`config.mk`:
```
export PLATFORM = sky130hd
export DESIGN_NAME = length_prefixed_field_parser_flat
export DESIGN_NICKNAME = d
export VERILOG_FILES = /design/src/rtl/lpfp_pkg.sv /design/src/rtl/lpfp_byte_if.sv /design/src/rtl/lpfp_result_if.sv /design/src/rtl/lpfp_cfg_if.sv /design/src/rtl/length_prefixed_field_parser.sv /design/src/flat_wrapper.sv
export SDC_FILE = /design/constraint.sdc
export NUM_CORES = 1
export LEC_CHECK = 0
export BUFFER_PORTS_ARGS = -buffer_cell sky130_fd_sc_hd__buf_2
export CELL_PAD_IN_SITES_DETAIL_PLACEMENT = 0
export CELL_PAD_IN_SITES_GLOBAL_PLACEMENT = 1
export CORE_MARGIN = 1
export CORE_UTILIZATION = 33
export CTS_CLUSTER_DIAMETER = 150
export DETAILED_ROUTE_END_ITERATION = 10
export PLACE_DENSITY = 0.76
export RECOVER_POWER = 25
export SETUP_SLACK_MARGIN = 0.3
export SLEW_MARGIN = 15
export SYNTH_ARGS = -nofsm -noshare
export SYNTH_HDL_FRONTEND = slang
export SYNTH_SLANG_ARGS = --single-unit
```
`constraint.sdc`:
```
create_clock -name clk -period 2.7 [get_ports clk]
set_input_delay 0.27 -clock clk [delete_from_list [all_inputs] [get_ports clk]]
set_output_delay 0.27 -clock clk [all_outputs]
set_load 0.05 [all_outputs]
```
`src/rtl/lpfp_pkg.sv`:
```
package lpfp_pkg;

  typedef enum logic [4:0] {
    PH_SINGLE = 5'b00001,
    PH_LENGTH = 5'b00010,
    PH_STRING = 5'b00100,
    PH_DONE   = 5'b01000,
    PH_ERROR  = 5'b10000
  } phase_t;

  localparam logic [1:0] KIND_SINGLE = 2'd0;
  localparam logic [1:0] KIND_LENGTH = 2'd1;
  localparam logic [1:0] KIND_STRING = 2'd2;

  localparam logic [1:0] STATUS_RUNNING = 2'd0;
  localparam logic [1:0] STATUS_DONE    = 2'd1;
  localparam logic [1:0] STATUS_ERROR   = 2'd2;

  localparam int unsigned CFG_INDEX_W = 2;
  localparam int unsigned CFG_DATA_W  = 16;

  localparam logic [CFG_INDEX_W-1:0] REG_FIELD_KINDS = 2'd0;
  localparam logic [CFG_INDEX_W-1:0] REG_FIELD_COUNT = 2'd1;

  localparam int unsigned KIND_SLOTS = 8;

  function automatic phase_t kind_to_phase(input logic [1:0] kind);
    phase_t ph;
    case (kind)
      KIND_LENGTH: ph = PH_LENGTH;
      KIND_STRING: ph = PH_STRING;
      default:     ph = PH_SINGLE;
    endcase
    return ph;
  endfunction

endpackage

```
`src/rtl/lpfp_byte_if.sv`:
```
interface lpfp_byte_if;
  logic       valid;
  logic       ready;
  logic [7:0] data_byte;

  modport source (output valid, output data_byte, input ready);
  modport sink (input valid, input data_byte, output ready);
endinterface

```
`src/rtl/lpfp_result_if.sv`:
```
interface lpfp_result_if;
  logic       valid;
  logic       ready;
  logic [1:0] status;
  logic [2:0] field_index;
  logic [7:0] byte_offset;
  logic [7:0] byte_out;
  logic       field_complete;
  logic       consumed;

  modport source (
    output valid, output status, output field_index, output byte_offset,
    output byte_out, output field_complete, output consumed, input ready
  );
  modport sink (
    input valid, input status, input field_index, input byte_offset,
    input byte_out, input field_complete, input consumed, output ready
  );
endinterface

```
`src/rtl/lpfp_cfg_if.sv`:
```
interface lpfp_cfg_if;
  logic                               valid;
  logic                               ready;
  logic [lpfp_pkg::CFG_INDEX_W-1:0]   index;
  logic [lpfp_pkg::CFG_DATA_W-1:0]    data;

  modport source (output valid, output index, output data, input ready);
  modport sink (input valid, input index, input data, output ready);
endinterface

```
`src/rtl/length_prefixed_field_parser.sv`:
```
// Length-prefixed field parser.
// Bytes of a message arrive on byte_in, one request per byte. Each byte yields
// one request on result: the status after the byte, the slot that took it, its
// offset within a string body, the byte itself, a field-complete mark and a
// consumed flag. Bytes that arrive after the message is done or in error are
// answered with consumed low and the current status.
// The cfg channel writes field_kinds (index 0) and field_count (index 1); it is
// always ready, and any write to either register restarts the message.
// The result is registered: result valid rises in the cycle after acceptance.
// Throughput is one byte per cycle while results are taken: the parse state
// updates in the accepting cycle; the result sits in a single output register.
// When the receiver stalls, the output register holds and byte_in.ready drops
// until the result is taken or will be taken in the same cycle.
// Synchronous reset clears the registers to all single-byte slots and a field
// count of one, and empties the output register.
module length_prefixed_field_parser #(
  parameter int unsigned MAX_FIELDS = 8
) (
  input  logic                 clk,
  input  logic                 rst,
  lpfp_byte_if.sink            byte_in,
  lpfp_result_if.source        result,
  lpfp_cfg_if.sink             cfg
);

  localparam int unsigned PtrW = $clog2(MAX_FIELDS + 2);

  logic [15:0]           field_kinds;
  logic [3:0]            field_count;
  lpfp_pkg::phase_t      phase;
  logic [PtrW-1:0]       slot_pointer;
  logic [7:0]            bytes_left;
  logic [7:0]            body_length;

  logic [15:0]           field_kinds_next;
  logic [3:0]            field_count_next;
  lpfp_pkg::phase_t      phase_next;
  logic [PtrW-1:0]       slot_pointer_next;
  logic [7:0]            bytes_left_next;
  logic [7:0]            body_length_next;

  logic                  out_valid;
  logic [1:0]            out_status;
  logic [2:0]            out_index;
  logic [7:0]            out_offset;
  logic [7:0]            out_byte;
  logic                  out_complete;
  logic                  out_consumed;

  logic [1:0]            st_next;
  logic [2:0]            idx_next;
  logic [7:0]            off_next;
  logic [7:0]            bout_next;
  logic                  comp_next;
  logic                  took_next;

  logic [PtrW-1:0]       slots_used;
  logic [PtrW-1:0]       ptr_plus1;
  logic [PtrW-1:0]       ptr_plus2;
  logic [7:0]            left_dec;
  logic                  accept;
  logic                  cfg_hit;
  logic [4:0]            count_ext;

  function automatic lpfp_pkg::phase_t slot_phase(input logic [15:0] kinds,
                                                  input logic [PtrW-1:0] slot);
    logic [4:0] s;
    lpfp_pkg::phase_t ph;
    s = 5'(slot);
    if (s >= 5'(lpfp_pkg::KIND_SLOTS)) begin
      ph = lpfp_pkg::PH_SINGLE;
    end else begin
      ph = lpfp_pkg::kind_to_phase(kinds[{s[2:0], 1'b0} +: 2]);
    end
    return ph;
  endfunction

  assign cfg.ready     = 1'b1;
  assign byte_in.ready = !out_valid || result.ready;
  assign accept        = byte_in.valid && byte_in.ready;
  assign cfg_hit       = cfg.valid && (cfg.index == lpfp_pkg::REG_FIELD_KINDS ||
                                       cfg.index == lpfp_pkg::REG_FIELD_COUNT);

  always_comb begin
    count_ext = (field_count == 4'd0) ? 5'd1 : {1'b0, field_count};
    if (count_ext > 5'(MAX_FIELDS)) begin
      count_ext = 5'(MAX_FIELDS);
    end
    slots_used = PtrW'(count_ext);
  end

  assign ptr_plus1 = slot_pointer + PtrW'(1);
  assign ptr_plus2 = slot_pointer + PtrW'(2);
  assign left_dec  = bytes_left - 8'd1;

  always_comb begin
    phase_next        = phase;
    slot_pointer_next = slot_pointer;
    bytes_left_next   = bytes_left;
    body_length_next  = body_length;
    idx_next          = 3'd0;
    off_next          = 8'd0;
    bout_next         = 8'd0;
    comp_next         = 1'b0;
    took_next         = 1'b0;

    if (phase != lpfp_pkg::PH_DONE && phase != lpfp_pkg::PH_ERROR) begin
      took_next = 1'b1;
      bout_next = byte_in.data_byte;
      idx_next  = 3'(5'(slot_pointer));
      case (phase)
        lpfp_pkg::PH_LENGTH: begin
          comp_next         = 1'b1;
          slot_pointer_next = ptr_plus1;
          if (ptr_plus1 >= slots_used) begin
            phase_next = lpfp_pkg::PH_ERROR;
          end else begin
            bytes_left_next  = byte_in.data_byte;
            body_length_next = byte_in.data_byte;
            if (byte_in.data_byte == 8'd0) begin
              slot_pointer_next = ptr_plus2;
              if (ptr_plus2 >= slots_used) begin
                phase_next = lpfp_pkg::PH_DONE;
              end else begin
                phase_next = slot_phase(field_kinds, ptr_plus2);
              end
            end else begin
              phase_next = slot_phase(field_kinds, ptr_plus1);
            end
          end
        end
        lpfp_pkg::PH_STRING: begin
          if (bytes_left == 8'd0) begin
            comp_next = 1'b1;
          end else begin
            off_next        = body_length - bytes_left;
            bytes_left_next = left_dec;
            comp_next       = (left_dec == 8'd0);
          end
        end
        default: begin
          comp_next = 1'b1;
        end
      endcase
      if (comp_next && phase != lpfp_pkg::PH_LENGTH) begin
        slot_pointer_next = ptr_plus1;
        if (ptr_plus1 >= slots_used) begin
          phase_next = lpfp_pkg::PH_DONE;
        end else begin
          phase_next = slot_phase(field_kinds, ptr_plus1);
        end
      end
    end

    case (phase_next)
      lpfp_pkg::PH_DONE:  st_next = lpfp_pkg::STATUS_DONE;
      lpfp_pkg::PH_ERROR: st_next = lpfp_pkg::STATUS_ERROR;
      default:            st_next = lpfp_pkg::STATUS_RUNNING;
    endcase
  end

  always_comb begin
    field_kinds_next = field_kinds;
    field_count_next = field_count;
    if (cfg.valid && cfg.index == lpfp_pkg::REG_FIELD_KINDS) begin
      field_kinds_next = cfg.data;
    end
    if (cfg.valid && cfg.index == lpfp_pkg::REG_FIELD_COUNT) begin
      field_count_next = cfg.data[3:0];
    end
  end

  always_ff @(posedge clk) begin
    if (rst) begin
      field_kinds  <= 16'd0;
      field_count  <= 4'd1;
      phase        <= lpfp_pkg::PH_SINGLE;
      slot_pointer <= '0;
      bytes_left   <= 8'd0;
      body_length  <= 8'd0;
      out_valid    <= 1'b0;
    end else begin
      field_kinds <= field_kinds_next;
      field_count <= field_count_next;
      if (cfg_hit) begin
        phase        <= slot_phase(field_kinds_next, '0);
        slot_pointer <= '0;
        bytes_left   <= 8'd0;
        body_length  <= 8'd0;
      end else if (accept) begin
        phase        <= phase_next;
        slot_pointer <= slot_pointer_next;
        bytes_left   <= bytes_left_next;
        body_length  <= body_length_next;
      end
      if (accept) begin
        out_valid <= 1'b1;
      end else if (result.ready) begin
        out_valid <= 1'b0;
      end
    end
  end

  always_ff @(posedge clk) begin
    if (accept) begin
      out_status   <= st_next;
      out_index    <= idx_next;
      out_offset   <= off_next;
      out_byte     <= bout_next;
      out_complete <= comp_next;
      out_consumed <= took_next;
    end
  end

  assign result.valid          = out_valid;
  assign result.status         = out_status;
  assign result.field_index    = out_index;
  assign result.byte_offset    = out_offset;
  assign result.byte_out       = out_byte;
  assign result.field_complete = out_complete;
  assign result.consumed       = out_consumed;

endmodule
```
`src/flat_wrapper.sv`:
```
// flat-port wrapper written by rule: the top's interface ports become plain ports
module length_prefixed_field_parser_flat 
#(
  parameter int unsigned MAX_FIELDS = 8
)
  (clk, rst, byte_in_valid, byte_in_data_byte, byte_in_ready, result_valid, result_status, result_field_index, result_byte_offset, result_byte_out, result_field_complete, result_consumed, result_ready, cfg_valid, cfg_index, cfg_data, cfg_ready);
  lpfp_byte_if byte_in_i ();
  lpfp_result_if result_i ();
  lpfp_cfg_if cfg_i ();
  input  logic clk;
  input  logic rst;
  input wire logic [$bits(byte_in_i.valid)-1:0] byte_in_valid;
  input wire logic [$bits(byte_in_i.data_byte)-1:0] byte_in_data_byte;
  output wire logic [$bits(byte_in_i.ready)-1:0] byte_in_ready;
  output wire logic [$bits(result_i.valid)-1:0] result_valid;
  output wire logic [$bits(result_i.status)-1:0] result_status;
  output wire logic [$bits(result_i.field_index)-1:0] result_field_index;
  output wire logic [$bits(result_i.byte_offset)-1:0] result_byte_offset;
  output wire logic [$bits(result_i.byte_out)-1:0] result_byte_out;
  output wire logic [$bits(result_i.field_complete)-1:0] result_field_complete;
  output wire logic [$bits(result_i.consumed)-1:0] result_consumed;
  input wire logic [$bits(result_i.ready)-1:0] result_ready;
  input wire logic [$bits(cfg_i.valid)-1:0] cfg_valid;
  input wire logic [$bits(cfg_i.index)-1:0] cfg_index;
  input wire logic [$bits(cfg_i.data)-1:0] cfg_data;
  output wire logic [$bits(cfg_i.ready)-1:0] cfg_ready;
  assign byte_in_i.valid = byte_in_valid;
  assign byte_in_i.data_byte = byte_in_data_byte;
  assign byte_in_ready = byte_in_i.ready;
  assign result_valid = result_i.valid;
  assign result_status = result_i.status;
  assign result_field_index = result_i.field_index;
  assign result_byte_offset = result_i.byte_offset;
  assign result_byte_out = result_i.byte_out;
  assign result_field_complete = result_i.field_complete;
  assign result_consumed = result_i.consumed;
  assign result_i.ready = result_ready;
  assign cfg_i.valid = cfg_valid;
  assign cfg_i.index = cfg_index;
  assign cfg_i.data = cfg_data;
  assign cfg_ready = cfg_i.ready;
  length_prefixed_field_parser #(.MAX_FIELDS(MAX_FIELDS)) u_core (.clk(clk), .rst(rst), .byte_in(byte_in_i), .result(result_i), .cfg(cfg_i));
endmodule
```
* Yosys cells after proc, flatten, opt, wreduce, memory -nomap -nowiden
Index checks and enable logic that the tools add are counted.
** Word-level totals
- Word-level logic and storage cells :: 98
- Output and inout bits :: 26
- Input bits :: 31
- Bits in registers :: 69
** Cells by class
- Eq/ne operators :: 16
- Bitwise operators :: 3
- Add/sub/neg operators :: 4
- Reduce and logical (&&, ||, !) cells :: 23
- Shift operators :: 2
- Mux-type cells :: 31
- $lt $le $gt $ge :: 5
** Operator list (number)
- 5-bit 2-to-1 mux :: 11
- 16-bit by 5-bit indexed part select with 2-bit output :: 2
- 8-bit logical NOT :: 3
- 4-bit 2-to-1 mux :: 6
- 3-bit case mux with 2 select lines :: 3
- 8-bit 2-to-1 mux :: 2
- 8-bit case mux with 2 select lines :: 1
- 2-bit by 1-bit == test with 1-bit output, second input constant :: 4
- 4-bit greater-or-equal comparator :: 2
- 4-bit greater-or-equal comparator, second input constant :: 2
- 2-bit nonzero test :: 4
- 8-bit by 1-bit subtractor with 8-bit output, second input constant :: 1
- 8-bit subtractor :: 1
- 2-bit == test, second input constant :: 3
- 1-bit logical AND :: 6
- 1-bit 2-to-1 mux :: 6
- 5-bit by 2-bit == test with 1-bit output, second input constant :: 1
- 5-bit by 3-bit == test with 1-bit output, second input constant :: 1
- 5-bit by 4-bit == test with 1-bit output, second input constant :: 1
- 5-bit == test, second input constant :: 1
- 5-bit by 4-bit > comparator with 1-bit output, second input constant :: 1
- 5-bit by 2-bit != test with 1-bit output, second input constant :: 1
- 5-bit by 4-bit != test with 1-bit output, second input constant :: 1
- 5-bit != test, second input constant :: 1
- other kinds (15) :: 19

* Logic depth before layout (Yosys ltp)
- Depth in word-level cells :: 13
- Mapped depth :: 10
- Gate-level depth less buffers :: 10

* Worst setup path before layout
No wires, ideal clock.
- Path type :: register to register
- Start :: reg u_core.out_valid, in the netlist u_core.result.valid
- End :: reg u_core.body_length[1]
- Required time :: 2.572 ns
- Path slack :: -0.152 ns
- Cell stages (with the launch flop) :: 8
- Arrival :: 2.724 ns
- Cell sequence :: dfxtp_1 > nand2b_1 > nand2_1 > inv_1 > nand3_1 > nor2_1 > mux2i_1 > nor2_1
** On the way
- Longest elaborated chain between the ends :: 4
** RTL lines
- start: declaration :: RTL line length_prefixed_field_parser.sv:42 : logic out_valid;
- start signal: assignment :: RTL line length_prefixed_field_parser.sv:181 : out_valid <= 1'b0;
- start signal: assignment :: RTL line length_prefixed_field_parser.sv:197 : out_valid <= 1'b1;
- start signal: assignment :: RTL line length_prefixed_field_parser.sv:199 : out_valid <= 1'b0;
- 1-bit logical NOT :: RTL line length_prefixed_field_parser.sv:79 : assign byte_in.ready = !out_valid || result.ready;
- 1-bit logical OR :: RTL line length_prefixed_field_parser.sv:79
- named net byte_in_ready :: RTL line flat_wrapper.sv:14 : output wire logic [$bits(byte_in_i.ready)-1:0] byte_in_ready;
- 1-bit logical AND :: RTL line length_prefixed_field_parser.sv:80 : assign accept = byte_in.valid && byte_in.ready;
- named net u_core.accept :: RTL line length_prefixed_field_parser.sv:61 : logic accept;
- 4-bit AND reduction (no source line)
- end signal: assignment :: RTL line length_prefixed_field_parser.sv:194 : body_length <= body_length_next;
- end: declaration :: RTL line length_prefixed_field_parser.sv:33 : logic [7:0] body_length;
The timed path passes the listed nets, and every way through them passes these cells.
A chain may end at the register's enable or synchronous reset.

* Final worst setup path
- Start :: reg u_core.slot_pointer[2]
- End :: reg u_core.slot_pointer[2]
** On the way
- Longest elaborated chain between the ends :: 5
** RTL lines
- start: declaration :: RTL line length_prefixed_field_parser.sv:31 : logic [PtrW-1:0] slot_pointer;
- start signal: assignment :: RTL line length_prefixed_field_parser.sv:192 : slot_pointer <= slot_pointer_next;
- 4-bit by 1-bit adder with 4-bit output / 4-bit by 2-bit adder with 4-bit output (equally long branches) :: RTL line length_prefixed_field_parser.sv:92, length_prefixed_field_parser.sv:93
- 4-bit greater-or-equal comparator / 4-bit 2-to-1 mux (equally long branches) :: RTL line length_prefixed_field_parser.sv:115, length_prefixed_field_parser.sv:120
- 4-bit 2-to-1 mux :: RTL line length_prefixed_field_parser.sv:115 : if (ptr_plus1 >= slots_used) begin
- 4-bit 2-to-1 mux :: RTL line length_prefixed_field_parser.sv:111 : case (phase)
- 4-bit 2-to-1 mux (*) :: RTL line length_prefixed_field_parser.sv:145 : if (comp_next && phase != lpfp_pkg::PH_LENGTH) begin
Every way passes the cells marked *; elsewhere a longest branch is shown, timed or not. The select of a mux whose other input is x is not followed.

==> results.md <==
Placement:
- The worst slack at placement is -5.332 ps.
- The total half-perimeter wirelength after legalization and detailed placement is about 7000 um.
- The final weighted congestion in routability-driven placement is between 0.8 and 0.9.
- Counting tap cells, the placed design contains a total of between 600 and 700 instances.
- The count of buffers from port buffering is 55.

Route:
- The number of design rule violations left after detail routing is 4.
- In the final routed layout, each cell accounts on average for 14.51 um.
- Using the TritonRoute via totals, the vias-per-cell ratio works out to about 5.2.
- The number of DRC markers in iteration 0 is 202.
- The via count is approximately 3,500.
- The first detailed-routing pass took 8 iterations.
- The routed wire length is just under 10,000 um.
- The count of nets left with antenna violations once routing finished came out at 0.

Worst setup path:
- The type of the setup path with the least slack is reg2reg.
- For this design, the slowest cell found on the critical path is sky130_fd_sc_hd__dfxtp_4.
- The capturing element type of the critical path is a flop.
- Data arrives at the worst endpoint at about 2700 ps.
- The largest single stage delay on the critical path is around 410 ps.
- The worst register-to-register path begins at u_core.slot_pointer[2]$_SDFFE_PP0P_.
- STA classifies the critical path startpoint as a flop.
- For the worst flop-to-flop path, the logic depth is 14.
- The required time of the worst setup path is between 2000 and 3000 ps.
- The maximum net fanout on the critical path is 5.
- Traced cell by cell, the critical path runs through ha_4, nand2_4, xnor2_4, ha_4, buf_6, nor2_4, buf_4, a211oi_4, nor2_2, buf_6, buf_4, nor3b_1, a21oi_1, o31ai_1.
- Tracing the worst setup path back leads to its startpoint at u_core.slot_pointer[2]$_SDFFE_PP0P_.

Yosys:
- The number of nets handed over by synthesis was ~500.
- The leading register cell type out of synthesis is sky130_fd_sc_hd__dfxtp_1.
- By area, the combinational part of the netlist is dominated by simple AND/OR/NAND/NOR gates.
- Yosys printed 0 warnings.
- The average instance in the mapped netlist occupies 9.026 um^2.
- The share of synthesized area in the top cell type comes to 0.2319.
- Of the total synthesized cell area, the portion taken by XOR and XNOR cells is 0.01764.
- The instance count of the mapped netlist is 440.
- Of the total synthesized cell area, the portion taken by full adders, half adders and majority gates is 0.08696.
- The largest area contributor in the netlist is sky130_fd_sc_hd__dfxtp_1.
- The async set-or-reset flop fraction in the synthesized netlist is 0.
- In this run, synthesis produced a sequential element count of about 70.
- The cell area that synthesis handed to floorplanning was 3971 um^2.
- In this run, synthesis inferred 23 flip-flops with an integrated enable.
- Synthesis instantiated 56 different standard cells from the library.
- Ranked by total cell area, the synthesized netlist is headed by sky130_fd_sc_hd__dfxtp_1 23%, sky130_fd_sc_hd__edfxtp_1 17%, sky130_fd_sc_hd__ha_1 8.2%.
- Of the synthesized area, sequential elements account for 0.4058.
- The post-synthesis compound-gate area fraction was 0.1629.
- The share of cell area taken by muxes after synthesis is 0.07372.
- Of the total synthesized cell area, the portion taken by AND, OR, NAND and NOR gates is 0.2076.

Clocking:
- The clock transition at the register clock pins on the worst setup and hold paths after CTS is 60 ps.
- The source-to-sink clock delay at the later pin of the worst-skew pair is roughly 340 ps.
- The number of CTS-inserted buffers is 9.
- TritonCTS built the clock tree.
- The number of sinks handled by clock tree synthesis is 69.
- The longest clock path from root to sink contains 2 buffers.
- The number of H-tree levels is 3.
- In this run the clock root is driven by a sky130_fd_sc_hd__clkbuf_16.

Run status:
- The run finished, with violations left.
- The checks that failed: DRC.

Global routing:
- The first-pass GRT wire length is ~16,000 um.
- Entering global routing, the biggest net connects 27 pins.
- The sum of overflow across all layers after global routing is 0.
- The all-layer global routing usage is 0.1581.
- The number of antenna violations at the first check in global routing is 0.
- The via count of the first global-routing pass is between 3,000 and 4,000.

Finish:
- The repair_antennas step left the layout with diodes totalling 0.
- Excluding fillers, the count of instances in the completed layout stands at 670.
- For this run, the post-layout net count is 580.
- The filler cells instantiated in the layout total around 1,100.
- Of the cells placed in the final design, the portion with a size suffix greater than 1 is 0.2562.
- The area growth from synthesis to layout is 28.42%.

Die:
- The number of rows in the core area is 39.
- The area enclosed by the die boundary is 12,480 um^2.
- For this configuration, the core starts out at a cell density of 0.3434.
- The number of top-level design ports is 57.
- The floorplan die height is about 110 um.
- The die width is roughly 110 um.
- The total area inside the core boundary comes to 11,560 um^2.

Hold path:
- The startpoint identified for the worst hold timing path is cfg_data[7].
- The worst hold path passes through 3 cells.
- In this run the worst hold path is classified as in2reg.

Timing:
- The max-slew violation total from the final report is 0.
- For this run, the top clock speed supported by timing is about 410 MHz.
- Dividing the final minimum period by the clock period gives 0.9018.
- At the pin with the least slew margin, the transition time is approximately 810 ps.
- Once routing completed, OpenROAD measured the worst setup slack at about 270 ps.
- Setup repair after global routing could not meet its margin everywhere.
- For the finished layout, the period the worst path requires is around 2400 ps.
- The setup skew after layout is between 10 and 15 ps.
- The hold violation count in the final report is 0.
- The final setup violation count is 0.
- The tightest slew margin relative to the limit is 0.4597.

Pwr:
- The leakage power total is approximately 1.9 nW.
- The total power per unit cell area is a little over 500 nW/um^2.
- The highest ir drop seen on vdd is between 0.0002 and 0.00025 V.

Run:
- The tool flagged a number of max-cap violations equal to 0.
[synth_stat cells (all sizes together) (2+ instances only)]
| master | n |
|---|---|
| nand3 | 10 |
| o21ai | 23 |
| dfxtp | 46 |
| or4 | 2 |
| a31oi | 5 |
| xor2 | 5 |
| nor4 | 4 |
| a21boi | 2 |
| nor3 | 17 |
| a211o | 2 |
| a2111oi | 2 |
| nand2b | 6 |
| or3 | 2 |
| o31ai | 4 |
| clkbuf | 16 |
| inv | 27 |
| a21o | 3 |
| mux2i | 9 |
| o41ai | 2 |
| buf | 2 |
| nand2 | 69 |
| ha | 26 |
| nor2b | 4 |
| nor2 | 28 |
| mux4 | 8 |
| edfxtp | 23 |
| o21a | 3 |
| a21oi | 47 |
| xnor2 | 3 |
| and3 | 3 |
| mux2 | 2 |
| nor3b | 5 |
| and2 | 14 |
[what timing repair did]
item | in CTS | in global routing
setup endpoints to repair | 26 | 24
setup buffers | 4 | 11
pin swaps | 4 | 21
resized for setup | 22 | 29
hold buffers | 0 | 0
[worst max-delay path: cells and delay by family, from the launching register on]
| family | cells | cell delay, ps |
|---|---|---|
| xor gates and xnor gates | 1 | 180 |
| buffers and inverters | 4 | 510 |
| and+or+nand+nor | 4 | 360 |
| AOI/OAI and AO/OA | 3 | 470 |
| DFF | 1 | 410 |
| adders and majority gates | 2 | 380 |
[power breakdown]
group          internal [mW]  switching, mW
clock                  0.619          0.453
combinational          0.143          0.240
sequential              1.11         0.0203
[layout make-up]
class / instances / area (um^2) / area share
multi-input cells: 326 / 2406 / 0.4718
flip-flops and latches: 69 / 1624 / 0.3185
repair buffers: 89 / 515.5 / 0.1011
clock buffers: 10 / 229.0 / 0.04490
well taps: 143 / 178.9 / 0.03508
inverters: 27 / 105.1 / 0.02061
clock inverters: 6 / 41.29 / 0.008096
[routing by layer]
| metal | vias to the layer above | global-route usage | wire length (um) |
|---|---|---|---|
| li1 | 1727 | - | - |
| met1 | 1641 | 0.2122 | 4488 |
| met2 | 90 | 0.2464 | 4524 |
| met3 | 16 | 0.03212 | 535 |
| met4 | 0 | 0.06847 | 177 |
| met5 | - | 0 | 0 |
[logic make-up (layout without fill, tap and decap cells)]
| group | Yosys count | count (layout) |
|---|---|---|
| AND/OR/NAND/NOR | 168 | 168 |
| AO/OA/AOI/OAI | 103 | 103 |
| flip-flops | 69 | 69 |
| buffers and inverters | 45 | 132 |
| adder cells (fa/ha/maj) | 27 | 27 |
| multiplexers | 19 | 19 |
| XOR/XNOR | 8 | 8 |
| other | 1 | 1 |
[cells in the final DEF, fill, tap and decap left out, types with 5 or more instances in the layout]
| cell type | instances |
|---|---|
| sky130_fd_sc_hd__ha_1 | 19 |
| sky130_fd_sc_hd__clkbuf_16 | 9 |
| sky130_fd_sc_hd__buf_2 | 34 |
| sky130_fd_sc_hd__inv_1 | 25 |
| sky130_fd_sc_hd__nand3_1 | 8 |
| sky130_fd_sc_hd__o21ai_0 | 20 |
| sky130_fd_sc_hd__and2_1 | 14 |
| sky130_fd_sc_hd__mux4_2 | 8 |
| sky130_fd_sc_hd__nand2b_1 | 5 |
| sky130_fd_sc_hd__dfxtp_1 | 42 |
| sky130_fd_sc_hd__nor3b_1 | 5 |
| sky130_fd_sc_hd__edfxtp_1 | 23 |
| sky130_fd_sc_hd__clkbuf_1 | 24 |
| sky130_fd_sc_hd__a21oi_1 | 46 |
| sky130_fd_sc_hd__nand2_1 | 68 |
| sky130_fd_sc_hd__nor3_1 | 14 |
| sky130_fd_sc_hd__buf_4 | 28 |
| sky130_fd_sc_hd__nor2_1 | 24 |
| sky130_fd_sc_hd__mux2i_1 | 7 |
| sky130_fd_sc_hd__ha_4 | 5 |
[final timing paths]
path,slack [ps],endpoint
setup reg to reg,270,u_core.slot_pointer[2]$_SDFFE_PP0P_
hold reg to reg,470,u_core.field_count[0]$_SDFFE_PP1P_
hold / removal,170,u_core.field_kinds[7]$_SDFFE_PP0P_
setup / recovery,270,u_core.slot_pointer[2]$_SDFFE_PP0P_
[state kept, by name (all words and copies together) (netlist names)]
register                      flops
u_core.bytes_left                 8
u_core.result.field_complete      1
u_core.result.consumed            1
u_core.result.byte_offset         8
u_core.field_count                4
u_core.result.valid               1
u_core.result.byte_out            8
u_core.result.status              2
u_core.phase                      5
u_core.slot_pointer               4
u_core.field_kinds               16
u_core.body_length                8
u_core.result.field_index         3
[through the flow]
step	utilization	hold slack, ps	setup TNS, ps	total power [mW]	instance area, um^2
global placement	0.3900	452.9	0	1.494	4511
CTS	0.4244	159.8	0	2.585	4908
detailed placement	0.3900	465.9	-5.332	1.499	4511
global route	0.4410	180.8	0	2.694	5100
finish	0.4410	173.2	0	2.587	5100
floorplan	-	391.9	0	1.390	3990
Power figures use the tool's default switching activity.
